$ cat src/hw/rtl/dht_pkg.sv
// Shared constants, codes and types of the double-hashing table engine.
package dht_pkg;

  // Table geometry and field widths.
  localparam int unsigned TableDepth = 64;
  localparam int unsigned SlotAw     = $clog2(TableDepth);
  localparam int unsigned KeyW       = 31;
  localparam int unsigned SizeW      = 7;
  localparam int unsigned FuncW      = 2;
  localparam int unsigned StatusW    = 3;
  localparam int unsigned SlotIdxW   = 6;

  // Size register value after reset.
  localparam logic [SizeW-1:0] SizeReset = SizeW'(13);

  // Second hash is HashPrime - key mod HashPrime.
  localparam int unsigned HashPrime = 7;
  localparam int unsigned Rem7W     = $clog2(HashPrime);

  // Remainder unit: DigitW key bits are taken per cycle.
  localparam int unsigned DigitW   = 4;
  localparam int unsigned ModSteps = (KeyW + DigitW - 1) / DigitW;
  localparam int unsigned ModPadW  = ModSteps * DigitW;
  localparam int unsigned ModCntW  = $clog2(ModSteps);

  // Operation codes.
  typedef enum logic [FuncW-1:0] {
    FUNC_INSERT = 2'd0,
    FUNC_SEARCH = 2'd1,
    FUNC_REMOVE = 2'd2
  } dht_func_e;

  // Per-slot status.
  typedef enum logic [1:0] {
    SLOT_EMPTY = 2'd0,
    SLOT_USED  = 2'd1,
    SLOT_TOMB  = 2'd2
  } dht_slot_e;

  // Result codes.
  typedef enum logic [StatusW-1:0] {
    ST_INSERTED = 3'd0,
    ST_PRESENT  = 3'd1,
    ST_FULL     = 3'd2,
    ST_NOSLOT   = 3'd3,
    ST_FOUND    = 3'd4,
    ST_MISSING  = 3'd5,
    ST_REMOVED  = 3'd6
  } dht_status_e;

  // Home slot and key mod HashPrime from the remainder unit.
  typedef struct packed {
    logic [SlotAw-1:0] home;
    logic [Rem7W-1:0]  rem7;
  } dht_hash_t;

  // One table entry as held in the slot memory.
  typedef struct packed {
    dht_slot_e       state;
    logic [KeyW-1:0] key;
  } dht_entry_t;

  localparam int unsigned EntryW = $bits(dht_entry_t);

endpackage

$ cat src/hw/rtl/dht_ram.sv
// Generic single-port-write, single-port-read RAM with registered read data.
module dht_ram #(
  parameter int unsigned Width = 8,
  parameter int unsigned Depth = 16
) (
  input  logic                     clk_i,
  input  logic                     we_i,
  input  logic [$clog2(Depth)-1:0] waddr_i,
  input  logic [Width-1:0]         wdata_i,
  input  logic                     re_i,
  input  logic [$clog2(Depth)-1:0] raddr_i,
  output logic [Width-1:0]         rdata_o
);

  logic [Width-1:0] mem_q [Depth];
  logic [Width-1:0] rdata_q;

  // Write port.
  always_ff @(posedge clk_i) begin
    if (we_i) begin
      mem_q[waddr_i] <= wdata_i;
    end
  end

  // Registered read port.
  always_ff @(posedge clk_i) begin
    if (re_i) begin
      rdata_q <= mem_q[raddr_i];
    end
  end

  assign rdata_o = rdata_q;

endmodule

$ cat src/hw/rtl/dht_mod_unit.sv
// Digit-serial remainder unit: key mod table size and key mod the hash prime.
module dht_mod_unit (
  input  logic                      clk_i,
  input  logic                      rst_ni,
  input  logic                      start_i,
  input  logic [dht_pkg::KeyW-1:0]  key_i,
  input  logic [dht_pkg::SizeW-1:0] size_i,
  output logic                      done_o,
  output dht_pkg::dht_hash_t        hash_o
);
  import dht_pkg::*;

  logic               running_q, running_d;
  logic               done_q, done_d;
  logic [ModCntW-1:0] cnt_q, cnt_d;
  logic [ModPadW-1:0] dig_q, dig_d;
  logic [SlotAw-1:0]  remn_q, remn_d;
  logic [Rem7W-1:0]   rem7_q, rem7_d;
  logic [SizeW-1:0]   rn;
  logic [Rem7W:0]     r7;

  // One digit of restoring reduction for both moduli, most significant bit first.
  always_comb begin
    rn = SizeW'(remn_q);
    r7 = (Rem7W+1)'(rem7_q);
    for (int b = 0; b < DigitW; b++) begin
      rn = {rn[SizeW-2:0], dig_q[ModPadW-1-b]};
      if (rn >= size_i) begin
        rn = rn - size_i;
      end
      r7 = {r7[Rem7W-1:0], dig_q[ModPadW-1-b]};
      if (r7 >= (Rem7W+1)'(HashPrime)) begin
        r7 = r7 - (Rem7W+1)'(HashPrime);
      end
    end
  end

  // Sequencing of the digit steps.
  always_comb begin
    running_d = running_q;
    done_d    = 1'b0;
    cnt_d     = cnt_q;
    dig_d     = dig_q;
    remn_d    = remn_q;
    rem7_d    = rem7_q;
    if (start_i) begin
      running_d = 1'b1;
      cnt_d     = '0;
      dig_d     = {{(ModPadW-KeyW){1'b0}}, key_i};
      remn_d    = '0;
      rem7_d    = '0;
    end else if (running_q) begin
      dig_d  = {dig_q[ModPadW-DigitW-1:0], {DigitW{1'b0}}};
      remn_d = rn[SlotAw-1:0];
      rem7_d = r7[Rem7W-1:0];
      cnt_d  = cnt_q + ModCntW'(1);
      if (cnt_q == ModCntW'(ModSteps - 1)) begin
        running_d = 1'b0;
        done_d    = 1'b1;
      end
    end
  end

  // Control registers.
  always_ff @(posedge clk_i or negedge rst_ni) begin
    if (!rst_ni) begin
      running_q <= 1'b0;
      done_q    <= 1'b0;
      cnt_q     <= '0;
    end else begin
      running_q <= running_d;
      done_q    <= done_d;
      cnt_q     <= cnt_d;
    end
  end

  // Datapath registers.
  always_ff @(posedge clk_i) begin
    dig_q  <= dig_d;
    remn_q <= remn_d;
    rem7_q <= rem7_d;
  end

  assign done_o      = done_q;
  assign hash_o.home = remn_q;
  assign hash_o.rem7 = rem7_q;

endmodule

$ cat src/hw/rtl/double_hash_table_engine_core.sv
// Double-hashing hash table engine: top level with the probe sequencer.
//
// Each item (start_i high while busy_o is low) inserts, searches for or removes one
// key and yields exactly one result, shown for a single cycle with done_o high; the
// receiver cannot stall, so it must take the result in that cycle. An insert into a
// full table and an unused operation code answer in the cycle after acceptance, and the
// block stays idle for them. Every other item first passes through the remainder unit,
// which takes four key bits a cycle, and then through one probe after another (one
// memory read, one check and possible write back) until it is settled. busy_o is low
// during the result cycle, so a new item may be accepted there. The table size register
// (cfg_data_i) is written through cfg_valid_i, which is always ready; it should change
// only while the block is idle. Slot keys live in one synchronous memory; per-slot valid
// flags cleared at reset make every slot read as empty, so no clearing pass is needed.
module double_hash_table_engine_core (
  input  logic                        clk_i,
  input  logic                        rst_ni,
  input  logic                        start_i,
  output logic                        busy_o,
  input  logic [dht_pkg::FuncW-1:0]   func_i,
  input  logic [dht_pkg::KeyW-1:0]    key_i,
  output logic                        done_o,
  output logic [dht_pkg::StatusW-1:0] status_o,
  output logic [dht_pkg::SlotIdxW-1:0] slot_index_o,
  input  logic                        cfg_valid_i,
  output logic                        cfg_ready_o,
  input  logic [dht_pkg::SizeW-1:0]   cfg_data_i
);
  import dht_pkg::*;

  typedef enum logic [3:0] {
    S_IDLE  = 4'b0001,
    S_HASH  = 4'b0010,
    S_PROBE = 4'b0100,
    S_CHECK = 4'b1000
  } dht_state_e;

  dht_state_e        state_q, state_d;
  dht_func_e         func_q, func_d;
  logic [KeyW-1:0]   key_q, key_d;
  logic [SizeW-1:0]  size_q;
  logic [SizeW-1:0]  used_q, used_d;
  logic [SlotAw-1:0] slot_q, slot_d;
  logic [Rem7W-1:0]  stepm_q, stepm_d;
  logic [SlotAw-1:0] idx_q, idx_d;
  logic [TableDepth-1:0] valid_q, valid_d;
  logic              done_q, done_d;
  dht_status_e       status_q, status_d;
  logic [SlotAw-1:0] res_slot_q, res_slot_d;

  logic [SizeW-1:0]  n_eff;
  logic              mod_start;
  logic              mod_done;
  dht_hash_t         mod_hash;
  logic [SizeW-1:0]  step_r;
  logic [SizeW-1:0]  sum;
  logic [SlotAw-1:0] slot_next;
  logic              last_probe;
  logic [EntryW-1:0] ram_rdata;
  dht_entry_t        entry;
  logic              key_match;
  logic              wr_en;
  dht_entry_t        wr_entry;

  // Effective table size: zero acts as one, anything above the depth as the depth.
  always_comb begin
    n_eff = size_q;
    if (size_q == '0) begin
      n_eff = SizeW'(1);
    end else if (size_q > SizeW'(TableDepth)) begin
      n_eff = SizeW'(TableDepth);
    end
  end

  // Remainder unit for the home slot and the step. It samples the key on the edge
  // that accepts the item, so it takes the key straight from the input port.
  dht_mod_unit u_mod (
    .clk_i   (clk_i),
    .rst_ni  (rst_ni),
    .start_i (mod_start),
    .key_i   (key_i),
    .size_i  (n_eff),
    .done_o  (mod_done),
    .hash_o  (mod_hash)
  );

  // Step reduced modulo the table size; the step is at most the hash prime.
  always_comb begin
    step_r = SizeW'(HashPrime) - SizeW'(mod_hash.rem7);
    for (int k = 0; k < HashPrime; k++) begin
      if (step_r >= n_eff) begin
        step_r = step_r - n_eff;
      end
    end
  end

  // Next slot in the probe sequence and the last-probe test.
  always_comb begin
    sum = SizeW'(slot_q) + SizeW'(stepm_q);
    if (sum >= n_eff) begin
      sum = sum - n_eff;
    end
    slot_next  = sum[SlotAw-1:0];
    last_probe = (SizeW'(idx_q) + SizeW'(1)) == n_eff;
  end

  // Slot memory: state and key of every written slot.
  dht_ram #(
    .Width (EntryW),
    .Depth (TableDepth)
  ) u_slot_ram (
    .clk_i   (clk_i),
    .we_i    (wr_en),
    .waddr_i (slot_q),
    .wdata_i (wr_entry),
    .re_i    (state_q == S_PROBE),
    .raddr_i (slot_q),
    .rdata_o (ram_rdata)
  );

  // A slot never written since reset reads as empty.
  always_comb begin
    entry = dht_entry_t'(ram_rdata);
    if (!valid_q[slot_q]) begin
      entry.state = SLOT_EMPTY;
    end
    key_match = (entry.state == SLOT_USED) && (entry.key == key_q);
  end

  // Sequencer: accept, hash, then read and check one slot after another.
  always_comb begin
    state_d    = state_q;
    func_d     = func_q;
    key_d      = key_q;
    used_d     = used_q;
    slot_d     = slot_q;
    stepm_d    = stepm_q;
    idx_d      = idx_q;
    valid_d    = valid_q;
    done_d     = 1'b0;
    status_d   = status_q;
    res_slot_d = res_slot_q;
    mod_start  = 1'b0;
    wr_en      = 1'b0;
    wr_entry   = entry;

    unique case (state_q)
      S_IDLE: begin
        if (start_i) begin
          func_d = dht_func_e'(func_i);
          key_d  = key_i;
          unique case (dht_func_e'(func_i)) inside
            FUNC_INSERT: begin
              if (used_q >= n_eff) begin
                done_d     = 1'b1;
                status_d   = ST_FULL;
                res_slot_d = '0;
              end else begin
                state_d = S_HASH;
              end
            end
            FUNC_SEARCH, FUNC_REMOVE: begin
              state_d = S_HASH;
            end
            default: begin
              done_d     = 1'b1;
              status_d   = ST_MISSING;
              res_slot_d = '0;
            end
          endcase
        end
      end

      S_HASH: begin
        if (mod_done) begin
          slot_d  = mod_hash.home;
          stepm_d = step_r[Rem7W-1:0];
          idx_d   = '0;
          state_d = S_PROBE;
        end
      end

      S_PROBE: begin
        state_d = S_CHECK;
      end

      S_CHECK: begin
        state_d = S_PROBE;
        slot_d  = slot_next;
        idx_d   = idx_q + SlotAw'(1);
        if (func_q == FUNC_INSERT) begin
          if (key_match) begin
            done_d     = 1'b1;
            status_d   = ST_PRESENT;
            res_slot_d = slot_q;
            state_d    = S_IDLE;
          end else if (entry.state != SLOT_USED) begin
            wr_en           = 1'b1;
            wr_entry.state  = SLOT_USED;
            wr_entry.key    = key_q;
            valid_d[slot_q] = 1'b1;
            used_d          = used_q + SizeW'(1);
            done_d          = 1'b1;
            status_d        = ST_INSERTED;
            res_slot_d      = slot_q;
            state_d         = S_IDLE;
          end else if (last_probe) begin
            done_d     = 1'b1;
            status_d   = ST_NOSLOT;
            res_slot_d = '0;
            state_d    = S_IDLE;
          end
        end else begin
          if (entry.state == SLOT_EMPTY) begin
            done_d     = 1'b1;
            status_d   = ST_MISSING;
            res_slot_d = '0;
            state_d    = S_IDLE;
          end else if (key_match) begin
            done_d     = 1'b1;
            res_slot_d = slot_q;
            state_d    = S_IDLE;
            if (func_q == FUNC_REMOVE) begin
              wr_en           = 1'b1;
              wr_entry.state  = SLOT_TOMB;
              wr_entry.key    = key_q;
              valid_d[slot_q] = 1'b1;
              if (used_q != '0) begin
                used_d = used_q - SizeW'(1);
              end
              status_d = ST_REMOVED;
            end else begin
              status_d = ST_FOUND;
            end
          end else if (last_probe) begin
            done_d     = 1'b1;
            status_d   = ST_MISSING;
            res_slot_d = '0;
            state_d    = S_IDLE;
          end
        end
      end

      default: begin
        state_d = S_IDLE;
      end
    endcase

    // The remainder unit starts on the edge that moves into hashing.
    if (state_q == S_IDLE && state_d == S_HASH) begin
      mod_start = 1'b1;
      key_d     = key_i;
    end
  end

  // Control registers.
  always_ff @(posedge clk_i or negedge rst_ni) begin
    if (!rst_ni) begin
      state_q  <= S_IDLE;
      used_q   <= '0;
      valid_q  <= '0;
      done_q   <= 1'b0;
      size_q   <= SizeReset;
    end else begin
      state_q <= state_d;
      used_q  <= used_d;
      valid_q <= valid_d;
      done_q  <= done_d;
      if (cfg_valid_i && cfg_ready_o) begin
        size_q <= cfg_data_i;
      end
    end
  end

  // Item and result payload registers.
  always_ff @(posedge clk_i) begin
    func_q     <= func_d;
    key_q      <= key_d;
    slot_q     <= slot_d;
    stepm_q    <= stepm_d;
    idx_q      <= idx_d;
    status_q   <= status_d;
    res_slot_q <= res_slot_d;
  end

  assign busy_o       = (state_q != S_IDLE);
  assign cfg_ready_o  = 1'b1;
  assign done_o       = done_q;
  assign status_o     = status_q;
  assign slot_index_o = SlotIdxW'(res_slot_q);

endmodule
$ cat config.mk
export PLATFORM = sky130hd
export DESIGN_NAME = double_hash_table_engine_core
export DESIGN_NICKNAME = d
export VERILOG_FILES = /design/src/hw/rtl/dht_pkg.sv /design/src/hw/rtl/dht_ram.sv /design/src/hw/rtl/dht_mod_unit.sv /design/src/hw/rtl/double_hash_table_engine_core.sv
export SDC_FILE = /design/constraint.sdc
export NUM_CORES = 2
export LEC_CHECK = 0
export BUFFER_PORTS_ARGS = -buffer_cell sky130_fd_sc_hd__buf_2
export CAP_MARGIN = 15
export CORE_ASPECT_RATIO = 0.5
export CORE_MARGIN = 8
export CORE_UTILIZATION = 45
export CTS_CLUSTER_SIZE = 24
export DETAILED_ROUTE_END_ITERATION = 6
export PLACE_DENSITY = 0.69
export REMOVE_ABC_BUFFERS = 1
export SLEW_MARGIN = 25
export SYNTH_ARGS = -nofsm -noshare
export SYNTH_HDL_FRONTEND = slang
export SYNTH_SLANG_ARGS = --single-unit
export TNS_END_PERCENT = 10
$ cat constraint.sdc
create_clock -name clk_i -period 12.4 [get_ports clk_i]
set_clock_uncertainty 0.15 [all_clocks]
set_input_delay 2.48 -clock clk_i [delete_from_list [all_inputs] [get_ports clk_i]]
set_output_delay 2.48 -clock clk_i [all_outputs]
set_load 0.02 [all_outputs]
### Word level (Yosys, flattened, before mapping)

Memory sizes are Yosys's and may differ from the RTL's. A register that Yosys moved wholly into a read port is not among the register bits.
Index checks and enable logic that the tools add are counted.

* eq/ne operators: 23
* reductions and logical operators: 25
* $add $sub $neg: 23
* magnitude comparators: 20
* bitwise operators: 1
* muxes and demuxes: 113

Operators by type and width (count)
* 2-to-1 mux 64 bit: 6
* 2-to-1 mux 33 bit: 7
* 2-to-1 mux 31 bit: 5
* 2-to-1 mux 7 bit: 15
* greater-or-equal comparator 7 bit: 13
* 2-to-1 mux 6 bit: 15
* bitwise OR 64 bit: 1
* 2-to-1 mux 3 bit: 19
* case mux 6 bit (2 select lines): 4
* subtractor 7 bit: 6
* == test 31 bit: 1
* subtractor 6 bit: 5
* 2-to-1 mux 1 bit: 26
* 2-to-1 mux 4 bit: 6
* greater-or-equal comparator 4 x 3 -> 1 bit, second input constant: 4
* case mux 4 bit (4 select lines): 1
* nonzero test 2 bit: 8
* case mux 3 bit (2 select lines): 2
* AND reduction 6 bit: 2
* subtractor 3 bit, second input constant: 4
* != test 5 bit, second input constant: 2
* == test 4 x 2 -> 1 bit, second input constant: 2
* != test 2 bit, second input constant: 4
* case mux 4 bit (2 select lines): 1
* 33 further kinds: 46

* RAM bits: 2112
* memories kept: 1
* output and inout bits: 12
* input bits: 44
* word-level logic and storage cells: 225
* register bits after elaboration: 186

Memories
* u_slot_ram.mem_q: words 64, width 33, read ports 1, clocked after memory_dff 1, write ports 1, RTL line dht_ram.sv:15 `logic [Width-1:0] mem_q [Depth];`

### Longest topological paths before layout

* depth after elaboration: 17
* gate-level depth with buffers: 62
* mapped depth without buffers: 58

### By module

A second synthesis with hierarchy kept.

* cell total of the unflattened synthesis: 4952
* area total of the unflattened synthesis: 95243.8 µm²

Modules (own cells, without submodules)
* dht_ram: area each 81424.3 µm², cells each 3610, seq. area each 64411.8 µm², instances 1
* double_hash_table_engine_core: area each 10229.8 µm², cells each 1002, seq. area each 3793.6 µm², instances 1
* dht_mod_unit: area each 3589.7 µm², cells each 340, seq. area each 1256.2 µm², instances 1

### Worst setup path before layout

OpenSTA, ideal clock, no wires.

* path kind: register to register
* start: reg size_q[4]
* end: reg stepm_q[1] (data pin)
* data arrival time: 12.800 ns
* cell stages (with the launch flop): 59
* library setup time: 0.158 ns
* setup slack: -0.708 ns
* data required time: 12.092 ns
* period minus slack after synthesis: 13.108 ns
* buffers on the path: 4
* path through: dfrtp_1 -> nor3_1 -> a21oi_1 -> nor2_1 -> ha_1 -> nand2b_1 -> a31oi_1 -> or2_0 -> mux2_2 -> ha_1 -> and4_1 -> o311ai_1 -> and2_1 -> clkbuf_1 -> a21oi_1 -> or2_2 -> ha_1 -> nor2b_1 -> (+23 left out) -> inv_1 -> ha_1 -> nor2b_1 -> o21a_1 -> o21a_1 -> o31a_1 -> o31ai_1 -> nand2b_1 -> clkbuf_1 -> mux2_2 -> ha_1 -> o21ai_0 -> nand2b_1 -> a21o_1 -> a211oi_1 -> o31ai_1 -> or3b_2 -> o211ai_1

* cells in the longest elaborated chain, start to end: 17
* elaborated cells between the ends (all ways): 25
* those cells by class: 7 x add/sub; 8 x order compare; 9 x mux; 1 x reduce/logical

Ends and longest elaborated chain
* start, declared: RTL line double_hash_table_engine_core.sv:40 `logic [SizeW-1:0] size_q;`
* start signal, assigned: RTL line double_hash_table_engine_core.sv:262 `size_q <= SizeReset;`
* start signal, assigned: RTL line double_hash_table_engine_core.sv:269 `size_q <= cfg_data_i;`
* > comparator 7 bit: RTL line double_hash_table_engine_core.sv:69 `end else if (size_q > SizeW'(TableDepth)) begin`
* 2-to-1 mux 7 bit: RTL line double_hash_table_engine_core.sv:69
* 2-to-1 mux 7 bit *: RTL line double_hash_table_engine_core.sv:67 `if (size_q == '0) begin`
* subtractor 7 bit / greater-or-equal comparator 7 bit (equally long branches): RTL line double_hash_table_engine_core.sv:91, double_hash_table_engine_core.sv:90
* 2-to-1 mux 7 bit: RTL line double_hash_table_engine_core.sv:90 `if (step_r >= n_eff) begin`
* subtractor 7 bit / greater-or-equal comparator 7 bit (equally long branches): RTL line double_hash_table_engine_core.sv:91, double_hash_table_engine_core.sv:90
* 2-to-1 mux 7 bit: RTL line double_hash_table_engine_core.sv:90
* subtractor 7 bit / greater-or-equal comparator 7 bit (equally long branches): RTL line double_hash_table_engine_core.sv:91, double_hash_table_engine_core.sv:90
* (+2 left out)
* 2-to-1 mux 7 bit: RTL line double_hash_table_engine_core.sv:90
* subtractor 7 bit / greater-or-equal comparator 7 bit (equally long branches): RTL line double_hash_table_engine_core.sv:91, double_hash_table_engine_core.sv:90
* 2-to-1 mux 7 bit: RTL line double_hash_table_engine_core.sv:90
* subtractor 7 bit / greater-or-equal comparator 7 bit (equally long branches): RTL line double_hash_table_engine_core.sv:91, double_hash_table_engine_core.sv:90
* 2-to-1 mux 7 bit: RTL line double_hash_table_engine_core.sv:90
* greater-or-equal comparator 7 bit / subtractor 3 bit (equally long branches): RTL line double_hash_table_engine_core.sv:90, double_hash_table_engine_core.sv:91
* 2-to-1 mux 3 bit *: RTL line double_hash_table_engine_core.sv:90
* via step_r[1]: RTL line double_hash_table_engine_core.sv:54 `logic [SizeW-1:0] step_r;`
* end signal, assigned: RTL line double_hash_table_engine_core.sv:279 `stepm_q <= stepm_d;`
* end, declared: RTL line double_hash_table_engine_core.sv:43 `logic [Rem7W-1:0] stepm_q, stepm_d;`

The timed path passes the listed nets; every way through them passes the cells marked *.
A chain may end at the register's enable or synchronous reset.

### Worst setup path after layout

* start: reg size_q[3]
* end: reg stepm_q[1] (data pin)

The elaborated chain is that of the path after synthesis.

==> insert_results.sql <==
INSERT INTO impl_metrics (metric_group, metric, value, unit) VALUES
('run_status', 'run_status', 'finished, violations left', ''),
('run_status', 'violations', 'design-rule violations', ''),
('logic_synthesis', 'synth.area.top_cells', 'sky130_fd_sc_hd__edfxtp_1, sky130_fd_sc_hd__a22oi_1, sky130_fd_sc_hd__dfrtp_1', ''),
('place', 'dp_hpwl', '143', 'mm'),
('sta', 'relSlewSlack', '25.5', '%'),
('logic_synthesis', 'syn-instance-count', '5310', ''),
('clocking', 'cts_tree', 'done', ''),
('sta', 'layout_worst_path_cycle_share', '95.1', '%'),
('worst_setup_path', 'max_stage_delay', '0.56', 'ns'),
('worst_setup_path', 'worst_ep_arrival_time', '12.33', 'ns'),
('logic_synthesis', 'yosys_register_bits', '2331', ''),
('worst_setup_path', 'crit_fanout', '10', ''),
('pwr', 'power.net_switching', '0.00669', 'W'),
('clocking', 'worst_skew_pair.late_latency', '0.86', 'ns'),
('floorplan', 'die-height', '333', 'um'),
('place', 'dp_slack', '-0.419', 'ns'),
('place', 'placed_area', '0.0956', 'mm2'),
('worst_setup_path', 'reg2reg_setup_slack', '0.61', 'ns'),
('grt', 'overflow', '0', ''),
('sta', 'timing.final.ws_setup', '0.606', 'ns'),
('worst_setup_path', 'worstSetupEndpointType', 'register', ''),
('sta', 'post-route-min-period', '11.79', 'ns'),
('sta', 'timing.final.hold_violations', '0', ''),
('logic_synthesis', 'synth-async-reset-ratio', '3.78', '%'),
('routing', 'vias_per_cell', '6.52', ''),
('cells_and_area', 'stdcell_area', '0.102', 'mm2'),
('logic_synthesis', 'synth_top_area_share', '74.2', '%'),
('pwr', 'swShare', '29.8', '%'),
('grt', 'first_pass_grt_wire_length', '373', 'mm'),
('grt', 'grt_antenna_before_repair', '1', ''),
('cells_and_area', 'final_layout_size_suffix_gt1_share', '15.6', '%'),
('routing', 'drc', '3', ''),
('logic_synthesis', 'synth-edff-count', '2233', ''),
('routing', 'dr_total_vias', '54500', ''),
('cells_and_area', 'final_nets', '5705', ''),
('worst_setup_path', 'timing.critical_path.required', '12.93', 'ns'),
('sta', 'transition_time_of_the_tightest_slew_check_pin', '1.11', 'ns'),
('worst_setup_path', 'worst_setup_path_start_kind', 'register', ''),
('cells_and_area', 'syn_to_final_growth', '13.3', '%'),
('routing', 'detailedRoute.firstPassIterationCount', '7', ''),
('logic_synthesis', 'synth_area', '0.0904', 'mm2'),
('worst_setup_path', 'setup.worst_path.class', 'reg2reg', ''),
('routing', 'routedWlPerCell', '31.2', 'um'),
('floorplan', 'std_cell_rows', '116', ''),
('sta', 'setup-violations-final', '0', ''),
('routing', 'final_antenna_net_count', '0', ''),
('floorplan', 'dieArea', '0.216', 'mm2'),
('floorplan', 'core-area', '0.200', 'mm2'),
('pwr', 'clock_power_share', '27.7', '%'),
('logic_synthesis', 'syn_area_per_cell', '17.0', 'um2'),
('pwr', 'p_int', '0.0158', 'W'),
('clocking', 'cts_inserted_buffers', '197', ''),
('logic_synthesis', 'yosysSeqAreaShare', '76.9', '%'),
('clocking', 'cts.path.max_buffers', '3', ''),
('logic_synthesis', 'synth_flop_cell', 'sky130_fd_sc_hd__edfxtp_1', ''),
('sta', 'whs', '0.316', 'ns'),
('clocking', 'cts.sinks', '2331', ''),
('worst_hold_path', 'worstHoldPathType', 'reg2reg', ''),
('logic_synthesis', 'yosys_warnings', '0', ''),
('routing', 'detail_route.wirelength', '261', 'mm'),
('sta', 'fmax', '84.8', 'MHz'),
('worst_setup_path', 'cp_slowest_cell', 'sky130_fd_sc_hd__dfstp_2', ''),
('routing', 'drt-initial-drc-count', '8211', ''),
('clocking', 'cts.reportedPaths.clkPinSlew', '0.07', 'ns'),
('pwr', 'post_layout_total_power', '0.0224', 'W'),
('pwr', 'static-leakage-power', '32.6', 'nW'),
('grt', 'grt_start_max_net_pins', '101', ''),
('grt', 'global_route.usage.total', '23.2', '%'),
('pwr', 'worst_ir_drop_vdd', '0.000419', 'V'),
('logic_synthesis', 'synth.largest_area_cell', 'sky130_fd_sc_hd__edfxtp_1', ''),
('floorplan', 'ioPinCount', '56', ''),
('clocking', 'cts_root_buf', 'sky130_fd_sc_hd__clkbuf_16', ''),
('clocking', 'ctsHtreeMaxLevel', '4', ''),
('pwr', 'comb_power_share', '33.1', '%'),
('job', 'timing.max_cap.violations', '0', ''),
('grt', 'grt_pass1_vias', '53200', ''),
('logic_synthesis', 'yosysUniqueCellTypes', '94', ''),
('floorplan', 'fp.dieW', '650', 'um'),
('place', 'placement.io_buffers', '54', ''),
('pwr', 'power_per_cell_area', '219', 'mW/mm2'),
('place', 'gpl.final_weighted_congestion', '0.845', ''),
('sta', 'report.final.slew_viol_count', '0', ''),
('pwr', 'sequential_power_share', '39.2', '%'),
('floorplan', 'initial_core_util', '45.2', '%');
final timing paths:
kind                          endpoint         from  cells past startpoint
max reg2reg                 stepm_q[1]    size_q[3]                     58
min                        valid_q[18]  valid_q[18]                      2
max                         stepm_q[1]    size_q[3]                     58
min reg2reg                valid_q[18]  valid_q[18]                      2
max in group asynchronous    size_q[6]       rst_ni                      2
min in group asynchronous  valid_q[27]       rst_ni                      1
cell families after synthesis:
kind of cell	after synthesis	share of synthesized area, %
DFF	2331	76.9
AOI/OAI and AO/OA	1657	13.7
and+or+nand+nor	596	3.35
buffers and inverters	383	1.67
muxes	139	1.79
adders and majority gates	124	1.83
xor gates and xnor gates	79	0.766
other	1	0.00415
timing repair:
| item | in CTS | in global routing |
|---|---|---|
| resized for setup | 9 | 33 |
| buffers inserted | 0 | 7 |
| hold endpoints to repair | 0 | 0 |
| hold buffers | 0 | 0 |
| pin swaps | 0 | 14 |
| setup endpoints to repair | 3 | 3 |
cell usage after synthesis, types with 45 or more instances:
cell and count:
sky130_fd_sc_hd__inv_1 67, sky130_fd_sc_hd__edfxtp_1 2233, sky130_fd_sc_hd__a221oi_1 221, sky130_fd_sc_hd__xnor2_1 45, sky130_fd_sc_hd__buf_1 47, sky130_fd_sc_hd__nand2_1 118
sky130_fd_sc_hd__nand3_1 60, sky130_fd_sc_hd__mux2_2 86, sky130_fd_sc_hd__a21oi_1 134, sky130_fd_sc_hd__clkbuf_1 250, sky130_fd_sc_hd__ha_1 110, sky130_fd_sc_hd__a22o_1 212
sky130_fd_sc_hd__o21ai_0 64, sky130_fd_sc_hd__a22oi_1 583, sky130_fd_sc_hd__nand4_1 62, sky130_fd_sc_hd__dfrtp_1 84, sky130_fd_sc_hd__a31oi_1 202, sky130_fd_sc_hd__o21bai_1 69
sky130_fd_sc_hd__nor2_1 150
flip-flops by register name (all words and copies together) (netlist names), 2 cells and up:
register,flops
func_q,2
idx_q,6
key_q,31
size_q,7
slot_index_o,6
slot_q,6
state_q,4
status_o,3
stepm_q,3
u_mod.cnt_q,3
u_mod.dig_q,32
u_mod.rem7_q,3
u_mod.remn_q,6
u_slot_ram.mem_q,2112
u_slot_ram.rdata_o,33
used_q,7
valid_q,64
critical path: cells and delay by family (launching register included):
family / cells / cell delay, ns
AO/OA/AOI/OAI: 22 / 3.99
XOR/XNOR: 1 / 0.15
adder cells (fa/ha/maj): 8 / 2.37
buffers and inverters: 9 / 1.16
flip-flops: 1 / 0.56
multiplexers: 1 / 0.29
AND/OR/NAND/NOR: 17 / 2.92
power groups by stage:
stage	Clock, W	Sequential (W)	Combinational (W)
2_1_floorplan	0	0.00894	0.00454
3_3_place_gp	0	0.00897	0.00677
3_5_place_dp	0	0.00898	0.00681
4_1_cts	0.00626	0.00881	0.00693
5_1_grt	0.00655	0.00881	0.00824
6_report	0.00622	0.00881	0.00742
through the flow:
| stage | TNS [ns] | instances | utilization [%] |
|---|---|---|---|
| 2_1_floorplan | - | 4995 | - |
| 3_3_place_gp | -1.45 | 7986 | 47.8 |
| 3_5_place_dp | -1.23 | 7986 | 47.8 |
| 4_1_cts | 0 | 8357 | 51.1 |
| 5_1_grt | -0.00750 | 8364 | 51.2 |
| 6_report | 0 | 8365 | 51.2 |
layer usage:
| layer | GRT usage, % | wire length, um |
|---|---|---|
| met5 | 0 | 0 |
| met2 | 36.8 | 120000 |
| met1 | 31.5 | 99300 |
| met4 | 9.95 | 12100 |
| met3 | 4.35 | 29900 |
cell usage in the layout, fill, tap and decap left out, types with 37 or more instances in the layout:
cell                           n
sky130_fd_sc_hd__inv_1        67
sky130_fd_sc_hd__nand2_1     116
sky130_fd_sc_hd__clkinv_1     48
sky130_fd_sc_hd__nand4_1      62
sky130_fd_sc_hd__a22oi_1     583
sky130_fd_sc_hd__clkinv_2     40
sky130_fd_sc_hd__o21bai_1     69
sky130_fd_sc_hd__nor4_1       37
sky130_fd_sc_hd__a221oi_1    221
sky130_fd_sc_hd__a31oi_1     200
sky130_fd_sc_hd__buf_4       277
sky130_fd_sc_hd__ha_1        110
sky130_fd_sc_hd__nor2_4       67
sky130_fd_sc_hd__nor2_1       82
sky130_fd_sc_hd__buf_2        53
sky130_fd_sc_hd__mux2_2       62
sky130_fd_sc_hd__a21oi_1     129
sky130_fd_sc_hd__a22o_1      212
sky130_fd_sc_hd__edfxtp_1   2233
sky130_fd_sc_hd__clkbuf_16   198
sky130_fd_sc_hd__dfrtp_1      84
sky130_fd_sc_hd__o21ai_0      59
sky130_fd_sc_hd__xnor2_1      45
sky130_fd_sc_hd__nand3_1      59
final cells by class:
class,instances,area (um2)
clock buffer,232,5080
sequential,2331,69500
clock inverter,139,1400
inverter,68,255
timing repair buffer,343,2580
fill,15700,97500
multi-input combinational,2596,20300
antenna,1,2.50
tap,2655,3320
Power figures use the tool's default switching activity.
